[config.mk]
export PLATFORM = sky130hd
export DESIGN_NAME = stx_etx_frame_encoder
export DESIGN_NICKNAME = d
export VERILOG_FILES = /design/src/hdl/sef_pkg.sv /design/src/hdl/sef_front.sv /design/src/hdl/sef_queue.sv /design/src/hdl/sef_back.sv /design/src/hdl/stx_etx_frame_encoder.sv
export SDC_FILE = /design/constraint.sdc
export NUM_CORES = 1
export LEC_CHECK = 0
export ABC_AREA = 0
export ABC_CLOCK_PERIOD_IN_PS = 5400
export BUFFER_PORTS_ARGS = -buffer_cell sky130_fd_sc_hd__buf_2
export CORE_UTILIZATION = 55
export CTS_CLUSTER_SIZE = 25
export DETAILED_ROUTE_END_ITERATION = 7
export PLACE_DENSITY = 0.71
export RECOVER_POWER = 25
export REMOVE_ABC_BUFFERS = 1
export SYNTH_ARGS = -nofsm -noshare
export SYNTH_HDL_FRONTEND = slang
export SYNTH_HIERARCHICAL = 1
export SYNTH_SLANG_ARGS = --single-unit
[constraint.sdc]
create_clock -name clk -period 5.4 [get_ports clk]
set_input_delay 1.08 -clock clk [delete_from_list [all_inputs] [get_ports clk]]
set_output_delay 1.08 -clock clk [all_outputs]
set_load 0.02 [all_outputs]
[src/hdl/sef_pkg.sv]
`default_nettype none

package sef_pkg;

  // Framing bytes
  localparam logic [7:0] START_BYTE = 8'h80;
  localparam logic [7:0] END_BYTE   = 8'h81;
  localparam logic [7:0] ESC_BYTE   = 8'h1B;
  localparam logic [7:0] START_SUB  = 8'hE7;
  localparam logic [7:0] END_SUB    = 8'hE8;
  localparam logic [7:0] ESC_SUB    = 8'h00;
  localparam logic [6:0] SUM_MASK   = 7'h7F;

  // Default depth of the queue between front and back
  localparam int QUEUE_DEPTH = 4;

  // One classified request: what the back part has to send for one payload byte
  typedef struct packed {
    logic       start;  // open a frame before the data
    logic [7:0] data;   // payload byte
    logic       last;   // close the frame after the data
    logic [6:0] sum;    // checksum including this byte, valid when last
  } desc_t;

  // Head of the queue as seen by the back part
  typedef struct packed {
    logic  valid;
    desc_t desc;
  } head_t;

  // Back part sequencing, one-hot
  typedef enum logic [5:0] {
    PH_HEAD     = 6'b000001,
    PH_DATA     = 6'b000010,
    PH_DATA_SUB = 6'b000100,
    PH_SUM      = 6'b001000,
    PH_SUM_SUB  = 6'b010000,
    PH_END      = 6'b100000
  } phase_t;

  // True for bytes that must be sent as an escape pair
  function automatic logic needs_escape(input logic [7:0] b);
    return (b == START_BYTE) || (b == END_BYTE) || (b == ESC_BYTE);
  endfunction

  // Second byte of an escape pair
  function automatic logic [7:0] escape_sub(input logic [7:0] b);
    logic [7:0] s;
    s = ESC_SUB;
    if (b == START_BYTE) begin
      s = START_SUB;
    end else if (b == END_BYTE) begin
      s = END_SUB;
    end
    return s;
  endfunction

endpackage

`default_nettype wire

[src/hdl/sef_front.sv]
`default_nettype none

module sef_front (
  input  wire logic          clk,
  input  wire logic          rst,
  input  wire logic          in_valid,
  input  wire logic [7:0]    in_data,
  input  wire logic          in_last,
  input  wire logic          queue_full,
  output logic               in_ready,
  output logic               push,
  output sef_pkg::desc_t     push_desc
);

  logic       in_frame;
  logic [6:0] running_xor;
  logic [6:0] sum_next;

  // Accept whenever the queue has room
  assign in_ready = !queue_full;
  assign push     = in_valid && in_ready;
  assign sum_next = (running_xor ^ in_data[6:0]) & sef_pkg::SUM_MASK;

  // Classify the request
  always_comb begin
    push_desc.start = !in_frame;
    push_desc.data  = in_data;
    push_desc.last  = in_last;
    push_desc.sum   = sum_next;
  end

  // Track the open frame and its checksum
  always_ff @(posedge clk) begin
    if (rst) begin
      in_frame    <= 1'b0;
      running_xor <= '0;
    end else if (push) begin
      if (in_last) begin
        in_frame    <= 1'b0;
        running_xor <= '0;
      end else begin
        in_frame    <= 1'b1;
        running_xor <= sum_next;
      end
    end
  end

endmodule

`default_nettype wire

[src/hdl/sef_queue.sv]
`default_nettype none

module sef_queue #(
  parameter int DEPTH = sef_pkg::QUEUE_DEPTH
) (
  input  wire logic           clk,
  input  wire logic           rst,
  input  wire logic           push,
  input  wire sef_pkg::desc_t push_desc,
  input  wire logic           pop,
  output logic                full,
  output sef_pkg::head_t      head
);

  localparam int AW = (DEPTH > 1) ? $clog2(DEPTH) : 1;
  localparam int CW = $clog2(DEPTH + 1);

  sef_pkg::desc_t mem [DEPTH];
  logic [AW-1:0]  wr_ptr;
  logic [AW-1:0]  rd_ptr;
  logic [CW-1:0]  count;

  assign full       = (count == CW'(DEPTH));
  assign head.valid = (count != '0);
  assign head.desc  = mem[rd_ptr];

  // Store requests
  always_ff @(posedge clk) begin
    if (push) begin
      mem[wr_ptr] <= push_desc;
    end
  end

  // Advance pointers and count
  always_ff @(posedge clk) begin
    if (rst) begin
      wr_ptr <= '0;
      rd_ptr <= '0;
      count  <= '0;
    end else begin
      if (push) begin
        wr_ptr <= (wr_ptr == AW'(DEPTH - 1)) ? '0 : wr_ptr + 1'b1;
      end
      if (pop) begin
        rd_ptr <= (rd_ptr == AW'(DEPTH - 1)) ? '0 : rd_ptr + 1'b1;
      end
      if (push && !pop) begin
        count <= count + 1'b1;
      end else if (pop && !push) begin
        count <= count - 1'b1;
      end
    end
  end

endmodule

`default_nettype wire

[src/hdl/sef_back.sv]
`default_nettype none

module sef_back (
  input  wire logic           clk,
  input  wire logic           rst,
  input  wire sef_pkg::head_t head,
  output logic                pop,
  output logic                out_valid,
  output logic [7:0]          out_byte,
  output logic                out_burst,
  output logic                out_frame,
  input  wire logic           out_ready
);

  sef_pkg::phase_t phase;
  sef_pkg::phase_t cur;
  sef_pkg::phase_t phase_next;
  logic [7:0]      byte_next;
  logic [7:0]      sum_byte;
  logic            done;
  logic            frame_next;
  logic            load;

  assign sum_byte = {1'b0, head.desc.sum};
  assign load     = head.valid && (!out_valid || out_ready);
  assign pop      = load && done;

  // Pick the byte for the current step of the request
  always_comb begin
    cur = phase;
    if (phase == sef_pkg::PH_HEAD && !head.desc.start) begin
      cur = sef_pkg::PH_DATA;
    end
    byte_next  = head.desc.data;
    phase_next = phase;
    done       = 1'b0;
    frame_next = 1'b0;
    unique case (cur)
      sef_pkg::PH_HEAD: begin
        byte_next  = sef_pkg::START_BYTE;
        phase_next = sef_pkg::PH_DATA;
      end
      sef_pkg::PH_DATA: begin
        if (sef_pkg::needs_escape(head.desc.data)) begin
          byte_next  = sef_pkg::ESC_BYTE;
          phase_next = sef_pkg::PH_DATA_SUB;
        end else begin
          byte_next = head.desc.data;
          if (head.desc.last) begin
            phase_next = sef_pkg::PH_SUM;
          end else begin
            done = 1'b1;
          end
        end
      end
      sef_pkg::PH_DATA_SUB: begin
        byte_next = sef_pkg::escape_sub(head.desc.data);
        if (head.desc.last) begin
          phase_next = sef_pkg::PH_SUM;
        end else begin
          done = 1'b1;
        end
      end
      sef_pkg::PH_SUM: begin
        if (sef_pkg::needs_escape(sum_byte)) begin
          byte_next  = sef_pkg::ESC_BYTE;
          phase_next = sef_pkg::PH_SUM_SUB;
        end else begin
          byte_next  = sum_byte;
          phase_next = sef_pkg::PH_END;
        end
      end
      sef_pkg::PH_SUM_SUB: begin
        byte_next  = sef_pkg::escape_sub(sum_byte);
        phase_next = sef_pkg::PH_END;
      end
      sef_pkg::PH_END: begin
        byte_next  = sef_pkg::END_BYTE;
        frame_next = 1'b1;
        done       = 1'b1;
      end
      default: begin
        byte_next  = head.desc.data;
        phase_next = sef_pkg::PH_HEAD;
      end
    endcase
    if (done) begin
      phase_next = sef_pkg::PH_HEAD;
    end
  end

  // Step through the request
  always_ff @(posedge clk) begin
    if (rst) begin
      phase <= sef_pkg::PH_HEAD;
    end else if (load) begin
      phase <= phase_next;
    end
  end

  // Hold the output byte until taken
  always_ff @(posedge clk) begin
    if (rst) begin
      out_valid <= 1'b0;
    end else if (load) begin
      out_valid <= 1'b1;
    end else if (out_ready) begin
      out_valid <= 1'b0;
    end
  end

  always_ff @(posedge clk) begin
    if (load) begin
      out_byte  <= byte_next;
      out_burst <= done;
      out_frame <= frame_next;
    end
  end

endmodule

`default_nettype wire

[src/hdl/stx_etx_frame_encoder.sv]
`default_nettype none

// Byte-stuffing frame encoder. Each payload byte arrives with a last-of-frame
// flag; the first byte of a frame is preceded by 0x80, bytes 0x80, 0x81 and
// 0x1B are sent as 0x1B followed by 0xE7, 0xE8 or 0x00, and after the last
// byte the 7-bit XOR checksum of the frame (escaped the same way) and the end
// byte 0x81 follow. The input side takes one byte per cycle while the request
// queue (QUEUE_DEPTH entries) has room; the output side sends one byte per
// cycle while m_tready is high; a payload byte produces 1 output byte when
// plain, 2 when escaped, plus 1 for a frame start and 2 to 3 for a frame
// close, 6 at most. Sustained throughput is therefore set by the output
// sequencer at one output byte per cycle while m_tready is high. m_tlast marks
// the last output byte caused by an input byte; m_tuser marks the closing 0x81.

module stx_etx_frame_encoder #(
  parameter int QUEUE_DEPTH = sef_pkg::QUEUE_DEPTH
) (
  input  wire logic       clk,
  input  wire logic       rst,
  input  wire logic       s_tvalid,
  output logic            s_tready,
  input  wire logic [7:0] s_tdata,   // [7:0] data_byte
  input  wire logic       s_tlast,   // last_byte
  output logic            m_tvalid,
  input  wire logic       m_tready,
  output logic [7:0]      m_tdata,   // [7:0] out_byte
  output logic            m_tlast,   // burst_end
  output logic            m_tuser    // [0] frame_end
);

  logic           push;
  sef_pkg::desc_t push_desc;
  logic           pop;
  logic           full;
  sef_pkg::head_t head;

  sef_front u_front (
    .clk        (clk),
    .rst        (rst),
    .in_valid   (s_tvalid),
    .in_data    (s_tdata),
    .in_last    (s_tlast),
    .queue_full (full),
    .in_ready   (s_tready),
    .push       (push),
    .push_desc  (push_desc)
  );

  sef_queue #(
    .DEPTH (QUEUE_DEPTH)
  ) u_queue (
    .clk       (clk),
    .rst       (rst),
    .push      (push),
    .push_desc (push_desc),
    .pop       (pop),
    .full      (full),
    .head      (head)
  );

  sef_back u_back (
    .clk       (clk),
    .rst       (rst),
    .head      (head),
    .pop       (pop),
    .out_valid (m_tvalid),
    .out_byte  (m_tdata),
    .out_burst (m_tlast),
    .out_frame (m_tuser),
    .out_ready (m_tready)
  );

endmodule

`default_nettype wire
* Yosys cells after proc, flatten, opt, wreduce, memory -nomap -nowiden
Memory sizes are Yosys's and may differ from the RTL's. A register that Yosys moved wholly into a read port is not among the register bits.
Index checks and enable logic that the tools add are counted.
** Word-level totals
- Flip-flop bits (word level) :: 32
- Bits in writable memories :: 68
- Input bits :: 13
- Output and inout bits :: 12
- Logic and storage cells :: 77
- Memories :: 1
** Memory list
- u_queue.mem :: depth 4, bits a word 17, read ports 1, clocked after Yosys merged registers in 1, write ports 1, RTL line sef_queue.sv:18 : sef_pkg::desc_t mem [DEPTH];
** Cells by class
- $add $sub $neg :: 4
- Eq/ne operators :: 15
- Multiplexer cells :: 27
- Bitwise gates (word level) :: 1
- Reductions and logical operators :: 19
** Operators by type and width (count)
- $pmux W8 S6 :: 1
- $pmux W6 S6 :: 1
- $mux W6 :: 5
- $mux W8 :: 3
- $eq A8 B8 Y1 const B :: 2
- $mux W7 :: 2
- $eq A6 B1 Y1 const B :: 2
- $eq A8 B5 Y1 const B :: 1
- $mux W1 :: 8
- $mux W2 :: 4
- $eq A7 B5 Y1 const B :: 1
- $xor A7 B7 Y7 :: 1
- $eq A6 B2 Y1 const B :: 1
- $eq A6 B3 Y1 const B :: 1
- $eq A6 B4 Y1 const B :: 1
- $eq A6 B5 Y1 const B :: 1
- $eq A6 B6 Y1 const B :: 1
- $logic_and A1 B1 Y1 :: 6
- $logic_not A1 Y1 :: 6
- $mux W3 :: 2
- $add A2 B1 Y2 const B :: 2
- $eq A2 B2 Y1 const B :: 2
- $reduce_bool A2 Y1 :: 2
- $add A3 B1 Y3 const B :: 1
- other kinds (7) :: 9

* Depth between registers and ports, before layout
Gate-level depths: netlist of the first run.
- Depth after elaboration :: 9
- Depth in mapped cells :: 15
- Depth with buffers taken out :: 13

* Cells and area by module
The synthesis of the first run kept the hierarchy.
** Modules (own cells, without submodules)
- sef_queue :: instances 1, cells each 133, area an instance 2934.1 um^2, seq. area each 2222.1 um^2
- sef_back :: instances 1, cells each 113, area an instance 1028.5 um^2, seq. area each 440.4 um^2
- sef_front :: instances 1, cells each 62, area an instance 501.7 um^2, seq. area each 160.2 um^2

* Worst setup path before layout of the first run
Ideal clock, no wire load.
- Kind :: register to register
- Start :: register (tool-made name)
- End :: register u_queue.count[2]
- Setup time :: 0.070 ns
- Arrival time :: 3.669 ns
- Required time :: 5.330 ns
- Path slack :: 1.661 ns
- Stages on the path, launching flop included :: 15
- Path buffers :: 1
- Clock period less this slack :: 3.739 ns
- Path through :: dfxtp_1 buf_6 mux4_1 or4b_1 a2bb2oi_1 nor2b_1 a211o_1 and2_1 inv_1 ha_1 inv_1 fa_1 xor2_1 or3_1 a21oi_1
** RTL lines
- end signal, assigned :: RTL line sef_queue.sv:48 : count <= count + 1'b1;
- end signal, assigned :: RTL line sef_queue.sv:50 : count <= count - 1'b1;
- end, declared :: RTL line sef_queue.sv:21 : logic [CW-1:0] count;

==> results of run 1 <==
-- Yosys cell counts, types with 2 or more instances --
master and number:
buf_6 2, ha_1 6, nand2_1 13, nand2b_1 5, clkbuf_1 6, a2bb2oi_1 2, o21ai_0 14, and2_1 5
or4_1 2, a221o_1 3, mux4_1 7, nor4_1 3, xor2_1 10, nor2_1 22, nor3_1 3, inv_1 13
nand3b_1 8, mux4_2 10, or3_1 3, edfxtp_1 78, a22oi_1 2, nor2b_1 3, dfxtp_1 24, mux2i_1 4
buf_4 9, buf_2 2, nor4b_1 2, and4b_1 2, nor3b_1 4, a21oi_1 19
-- registers in the layout, summed over array words and instances (netlist names), 2 cells and up, named ones only --
signal	count
u_queue/mem	68
u_back/phase	6
u_front/running_xor	7
u_queue/rd_ptr	2
u_queue/wr_ptr	2
u_queue/count	3
u_back/out_byte	8
-- critical path: cells and delay by family (launching register included) --
family | cells | cell delay [ps]
AOI/OAI and AO/OA | 3 | 680
buffers and inverters | 3 | 470
and+or+nand+nor | 4 | 1140
DFF | 1 | 560
xor gates and xnor gates | 1 | 160
muxes | 1 | 630
adders and majority gates | 2 | 540
-- final timing paths --
kind                                        from          endpoint  slack [ps]  cells past startpoint
worst max register to register              flop  u_queue/count[2]        1160                     14
worst max-delay path                        flop  u_queue/count[2]        1160                     14
worst min register to register  u_front/in_frame  u_front/in_frame         500                      2
worst min-delay path            u_front/in_frame  u_front/in_frame         500                      2
-- layout by cell type, fill, tap and decap left out, types with 2 or more instances in the layout --
cell and n:
mux2i_1 4, nand2_1 13, edfxtp_1 78, nand3b_1 8, a2bb2oi_1 2, or4_1 2, buf_4 2, clkbuf_1 10
nor3b_1 4, bufinv_16 2, xor2_1 10, nor2_1 22, or3_1 3, nor3_1 3, clkinv_2 2, inv_1 13
a22oi_1 2, nand2b_1 5, nor4_1 3, dfxtp_1 24, nor2b_1 3, ha_1 6, and4b_1 2, mux4_1 7
o21ai_0 14, nor4b_1 2, a221o_1 3, buf_2 15, clkbuf_8 9, and2_1 5, mux4_2 10, a21oi_1 19
-- cells by family (layout without fill, tap and decap cells) --
kind of cell,after synthesis,in the layout,synth area share [%]
adders and majority gates,7,7,2.13
muxes,21,21,10.1
buffers and inverters,35,56,4.46
AOI/OAI and AO/OA,49,49,6.84
xor gates and xnor gates,11,11,2.16
and+or+nand+nor,83,83,11.1
DFF,102,102,63.2
-- routing by layer --
layer	up-vias	global-route usage (%)	routed length (um)
met1	1256	25.5	3510
met3	7	3.48	239
met4	0	7.42	94
met5	-	0	0
li1	1196	-	-
met2	47	31.2	3620
-- per-stage QoR --
stage	utilization, %	total power, uW	std cells	hold WS, ps
5_1_grt	61.3	2310	431	534
4_1_cts	61.4	2210	431	501
3_3_place_gp	58.7	1690	415	469
2_1_floorplan	-	1530	287	455
6_report	61.3	2190	431	496
3_5_place_dp	58.7	1710	415	480
-- where the power goes --
part / leakage [uW] / total, uW / switching [uW] / internal, uW
clock network: 0.000106 / 504 / 243 / 261
registers: 0.000916 / 1080 / 69.3 / 1010
logic: 0.000613 / 608 / 371 / 236
-- area by class of cell --
| cell class | count | share of cell area, % |
|---|---|---|
| well taps | 102 | 2.67 |
| flip-flops and latches | 102 | 59.0 |
| clock inverters | 6 | 1.80 |
| clock buffers | 10 | 2.67 |
| repair buffers | 26 | 2.59 |
| inverters | 14 | 1.10 |
| multi-input cells | 171 | 30.2 |
==> impl_metrics.py, run 1 <==
metrics = {
    "layout": {
        "final-seq-area_sq_mm": 0.00282,
        "drive_gt1_share_pct": 14.3,
        "n_antenna_cell": 0,
        "fill_cells": 584,
        "syn_to_final_growth_pct": 7.15,
        "multiInputGateArea_sq_mm": 0.00144,
        "fin_area_sq_mm": 0.00478,
        "layout.nets": 344,
    },
    "drt": {
        "firstDrtPassIters": 4,
        "wire_per_inst_um": 17.3,
        "antenna_left": 0,
        "drtIter0Drc": 119,
        "drc": 0,
        "drt-vias-per-instance": 5.81,
        "num_vias": 2506,
        "routed_wl_mm": 7.46,
    },
    "logic_synthesis": {
        "ys_types": 52,
        "synth_seq_area_share_pct": 63.2,
        "synth-async-reset-ratio_pct": 0,
        "synth_edf_count": 78,
        "synth_seq_cells": 102,
        "syn-cell-area_sq_mm": 0.00446,
        "synth_area_leaders": "edfxtp_1, dfxtp_1, mux4_2, mux4_1, a21oi_1",
        "ys.flop_type": "edfxtp_1",
        "yosysTopAreaCellShare_pct": 52.5,
        "synth.avg_cell_area_sq_um": 14.5,
        "yosys_warnings": 6,
        "syn-instance-count": 308,
        "netlist.top_cell.by_area": "edfxtp_1",
    },
    "run": {
        "drv_cap": 0,
    },
    "worst_setup_path": {
        "crit_path_max_fanout": 11,
        "cp.arrival_ps": 4520,
        "start_kind": "flop",
        "cp_slowest_cell": "mux4_1",
        "path_class": "reg2reg",
        "required_ps": 5680,
        "worst_path_largest_cell_delay_ps": 630,
        "worstPathCellList": "buf_4 > mux4_1 > or3_1 > a2bb2oi_1 > nor2b_1 > a211o_1 > and2_1 > inv_1 > ha_1 > inv_1 > fa_1 > xor2_1 > or3_1 > a21oi_1",
        "crit_path_end_kind": "flop",
    },
    "clock_network": {
        "postCtsSetupRepairBufs": 0,
        "cts_resized": 0,
        "cts_root_buffer": "clkbuf_8",
        "clk_latency_ps": 350,
        "cts_num_sinks": 102,
        "clk_pin_slew_ps": 100,
        "hold_buffers": 0,
        "cts_buffers": 9,
        "h-tree-depth": 3,
        "tritoncts": "built",
        "clockBufferDepth": 2,
    },
    "placed_design": {
        "post_dp_cell_area_sq_mm": 0.00458,
        "pre_cts_slack_ps": 1180,
        "post-dp-hpwl_mm": 5.16,
        "io_buffers": 24,
        "gp_congestion": 0.845,
    },
    "min_path": {
        "min_path_type": "reg2reg",
    },
    "power": {
        "peakVddDrop_mv": 0.219,
        "powerDensity_mw_per_mm2": 459,
        "p_leak_uw": 0.00163,
    },
    "sta": {
        "tns_ps": 0,
        "tightest_slew_ps": 909,
        "hold_viol_final": 0,
        "min_period_ps": 4240,
        "drv_slew": 0,
        "rsz0062_at_grt": "no",
        "finClkSkew_ps": 13.7,
        "setup_viol": 0,
        "relSlewSlack_pct": 39.4,
        "fmax_mhz": 236,
        "worst_slack_ps": 1160,
        "fin_crit_sh_pct": 78.5,
    },
    "global_route": {
        "first_global_vias": 2452,
        "grt_start_max_net_pins": 25,
        "grt_pass1_wl_mm": 12.1,
        "antenna_found_initial": 0,
        "overflow": 0,
        "track_usage_pct": 19.1,
    },
    "floorplan": {
        "die_w_um": 92.1,
        "initial_core_util_pct": 57.2,
        "die_y_um": 92.1,
        "io_pins": 25,
        "rows": 32,
        "coreArea_sq_mm": 0.00781,
        "die-area_sq_mm": 0.00848,
    },
    "status": {
        "status": "complete, no violations",
    },
}
Power figures use the tool's default switching activity.
==> run 2, diff against run 1 <==
--- a/config.mk
+++ b/config.mk
@@ -6,7 +6,7 @@
 export NUM_CORES = 1
 export LEC_CHECK = 0
 export ABC_AREA = 0
-export ABC_CLOCK_PERIOD_IN_PS = 5400
+export ABC_CLOCK_PERIOD_IN_PS = 4220
 export BUFFER_PORTS_ARGS = -buffer_cell sky130_fd_sc_hd__buf_2
 export CORE_UTILIZATION = 55
 export CTS_CLUSTER_SIZE = 25
==> constraint.sdc (replaced) <==
create_clock -name clk -period 4.22 [get_ports clk]
set_input_delay 0.844 -clock clk [delete_from_list [all_inputs] [get_ports clk]]
set_output_delay 0.844 -clock clk [all_outputs]
set_load 0.02 [all_outputs]
==> impl_metrics.py, run 2 (same netlist as run 1, synthesis figures left out) <==
metrics = {
    "status": {
        "status": "complete, no violations",
    },
    "layout": {
        "top_regs": "u_queue/mem: 68 flops, u_back/out_byte: 8 flops, u_front/running_xor: 7 flops",
        "largest_reg_flops": 68,
        "n_antenna_cell": 0,
        "final_util_pct": 61.3,
        "final_common_cell": "edfxtp_1",
        "final_cell_count_no_fill": 434,
        "top_register": "u_queue/mem",
        "most-common-layout-cells": "edfxtp_1, dfxtp_1, nor2_1",
        "syn_to_final_growth_pct": 7.26,
        "drive_gt1_share_pct": 14.8,
        "layout.nets": 347,
    },
    "drt": {
        "wire_per_inst_um": 17.2,
        "firstDrtPassIters": 4,
        "antenna_left": 0,
        "num_vias": 2492,
        "drc": 0,
        "drtIter0Drc": 115,
        "drt-vias-per-instance": 5.74,
        "routed_wl_mm": 7.48,
    },
    "worst_setup_path": {
        "crit_path_max_fanout": 9,
        "path_class": "reg2reg",
        "worst_path_largest_cell_delay_ps": 630,
        "start_kind": "flop",
        "crit_path_end_kind": "flop",
        "cp_slowest_cell": "mux4_1",
        "required_ps": 4510,
        "cp.arrival_ps": 4280,
        "worstPathCellList": "buf_6 > mux4_1 > or3_1 > a2bb2oi_1 > nor2b_1 > a211o_1 > and2_1 > inv_1 > ha_1 > inv_1 > fa_1 > xor2_1 > or3_1 > a21oi_1",
    },
    "floorplan": {
        "io_pins": 25,
        "die_y_um": 92.1,
        "initial_core_util_pct": 57.2,
        "rows": 32,
        "die_w_um": 92.1,
        "coreArea_sq_mm": 0.00781,
        "die-area_sq_mm": 0.00848,
    },
    "power": {
        "clkPwrFrac_pct": 21.6,
        "p_comb_share_pct": 28.8,
        "intPower_uw": 1890,
        "switching_share_pct": 32.0,
        "switchingPower_uw": 890,
        "peakVddDrop_mv": 0.276,
        "p_seq_share_pct": 49.6,
        "p_leak_uw": 0.00163,
        "powerDensity_mw_per_mm2": 581,
    },
    "clock_network": {
        "clk_latency_ps": 370,
        "cts_root_buffer": "clkbuf_8",
        "clk_pin_slew_ps": 90,
        "cts_buffers": 9,
        "h-tree-depth": 3,
        "cts_num_sinks": 102,
        "clockBufferDepth": 2,
        "tritoncts": "built",
        "postCtsSetupRepairBufs": 0,
    },
    "global_route": {
        "overflow": 0,
        "antenna_found_initial": 0,
        "grt_start_max_net_pins": 25,
        "grt_pass1_wl_mm": 12.1,
        "first_global_vias": 2424,
        "track_usage_pct": 19.6,
    },
    "sta": {
        "setup_viol": 0,
        "fmax_mhz": 251,
        "fin_crit_sh_pct": 94.5,
        "relSlewSlack_pct": 23.3,
        "drv_slew": 0,
        "hold_viol_final": 0,
        "min_period_ps": 3990,
        "tightest_slew_ps": 1150,
        "rsz0062_at_grt": "no",
        "tns_ps": 0,
        "finClkSkew_ps": 10.2,
    },
    "placed_design": {
        "post-dp-hpwl_mm": 5.15,
        "placedCellCount": 418,
        "io_buffers": 24,
        "gp_congestion": 0.815,
    },
    "min_path": {
        "min_path_type": "reg2reg",
    },
    "run": {
        "drv_cap": 0,
    },
}
==> run 2: cell types whose count changed in the layout (fill, tap and decap cells not counted), sizes merged <==
cell / delta
clkinv: -2
clkbuf: +2
clkinvlp: +2
bufinv: -1
buf: +2
==> run 2: what timing repair did <==
| item | in CTS | in global routing |
|---|---|---|
| setup endpoints to repair | 0 | 1 |
| hold buffers | 0 | 0 |
| endpoints found under the hold margin | 0 | 0 |
| gates resized for setup | 0 | 2 |
==> run 2: layer usage <==
metal	part of all wire, %	GRT usage (%)	routed length (um)	vias to the layer above
li1	-	-	-	1198
met1	48	26.5	3610	1225
met2	46	30.8	3440	62
met3	4.5	4.98	340	7
met4	1.2	7.03	91	0
met5	0	0	0	-
==> run 2: power groups by stage <==
stage | sequential, uW | combinational [uW] | clock (uW)
2_1_floorplan | 1470 | 491 | 0
3_3_place_gp | 1400 | 793 | 0
3_5_place_dp | 1400 | 802 | 0
4_1_cts | 1380 | 806 | 616
5_1_grt | 1400 | 886 | 650
6_report | 1380 | 800 | 601
==> run 2: through the flow <==
step / power [uW] / setup WS [ps] / instance area [sq um] / hold slack [ps]
final: 2780 / 231 / 4790 / 503
after global routing: 2930 / 17.5 / 4790 / 518
after CTS: 2800 / 145 / 4800 / 500
after detailed placement: 2210 / 182 / 4600 / 487
after global placement: 2190 / 295 / 4600 / 473
after floorplan: 1960 / 0.968 / 4320 / 455
==> run 2: final timing paths <==
| check | start | to | slack, ps | cells past startpoint |
|---|---|---|---|---|
| min | u_front/running_xor[4] | u_front/running_xor[4] | 500 | 2 |
| min reg2reg | u_front/running_xor[4] | u_front/running_xor[4] | 500 | 2 |
| max reg2reg | flop | u_queue/count[2] | 230 | 14 |
| max | flop | u_queue/count[2] | 230 | 14 |
==> run 2: worst max-delay path: cells and delay by family (launching register included) <==
family	cells	cell delay (ps)
flip-flops	1	400
AND/OR/NAND/NOR	4	1170
buffers and inverters	3	320
adder cells (fa/ha/maj)	2	550
AO/OA/AOI/OAI	3	680
XOR/XNOR	1	160
multiplexers	1	630
==> run 2: area by class of cell <==
type / instances / area (sq um)
repair buffers: 29 / 149
clock inverters: 5 / 61.3
multi-input cells: 171 / 1440
fillers: 605 / 3020
well taps: 102 / 128
inverters: 14 / 52.6
clock buffers: 11 / 131
flip-flops and latches: 102 / 2820
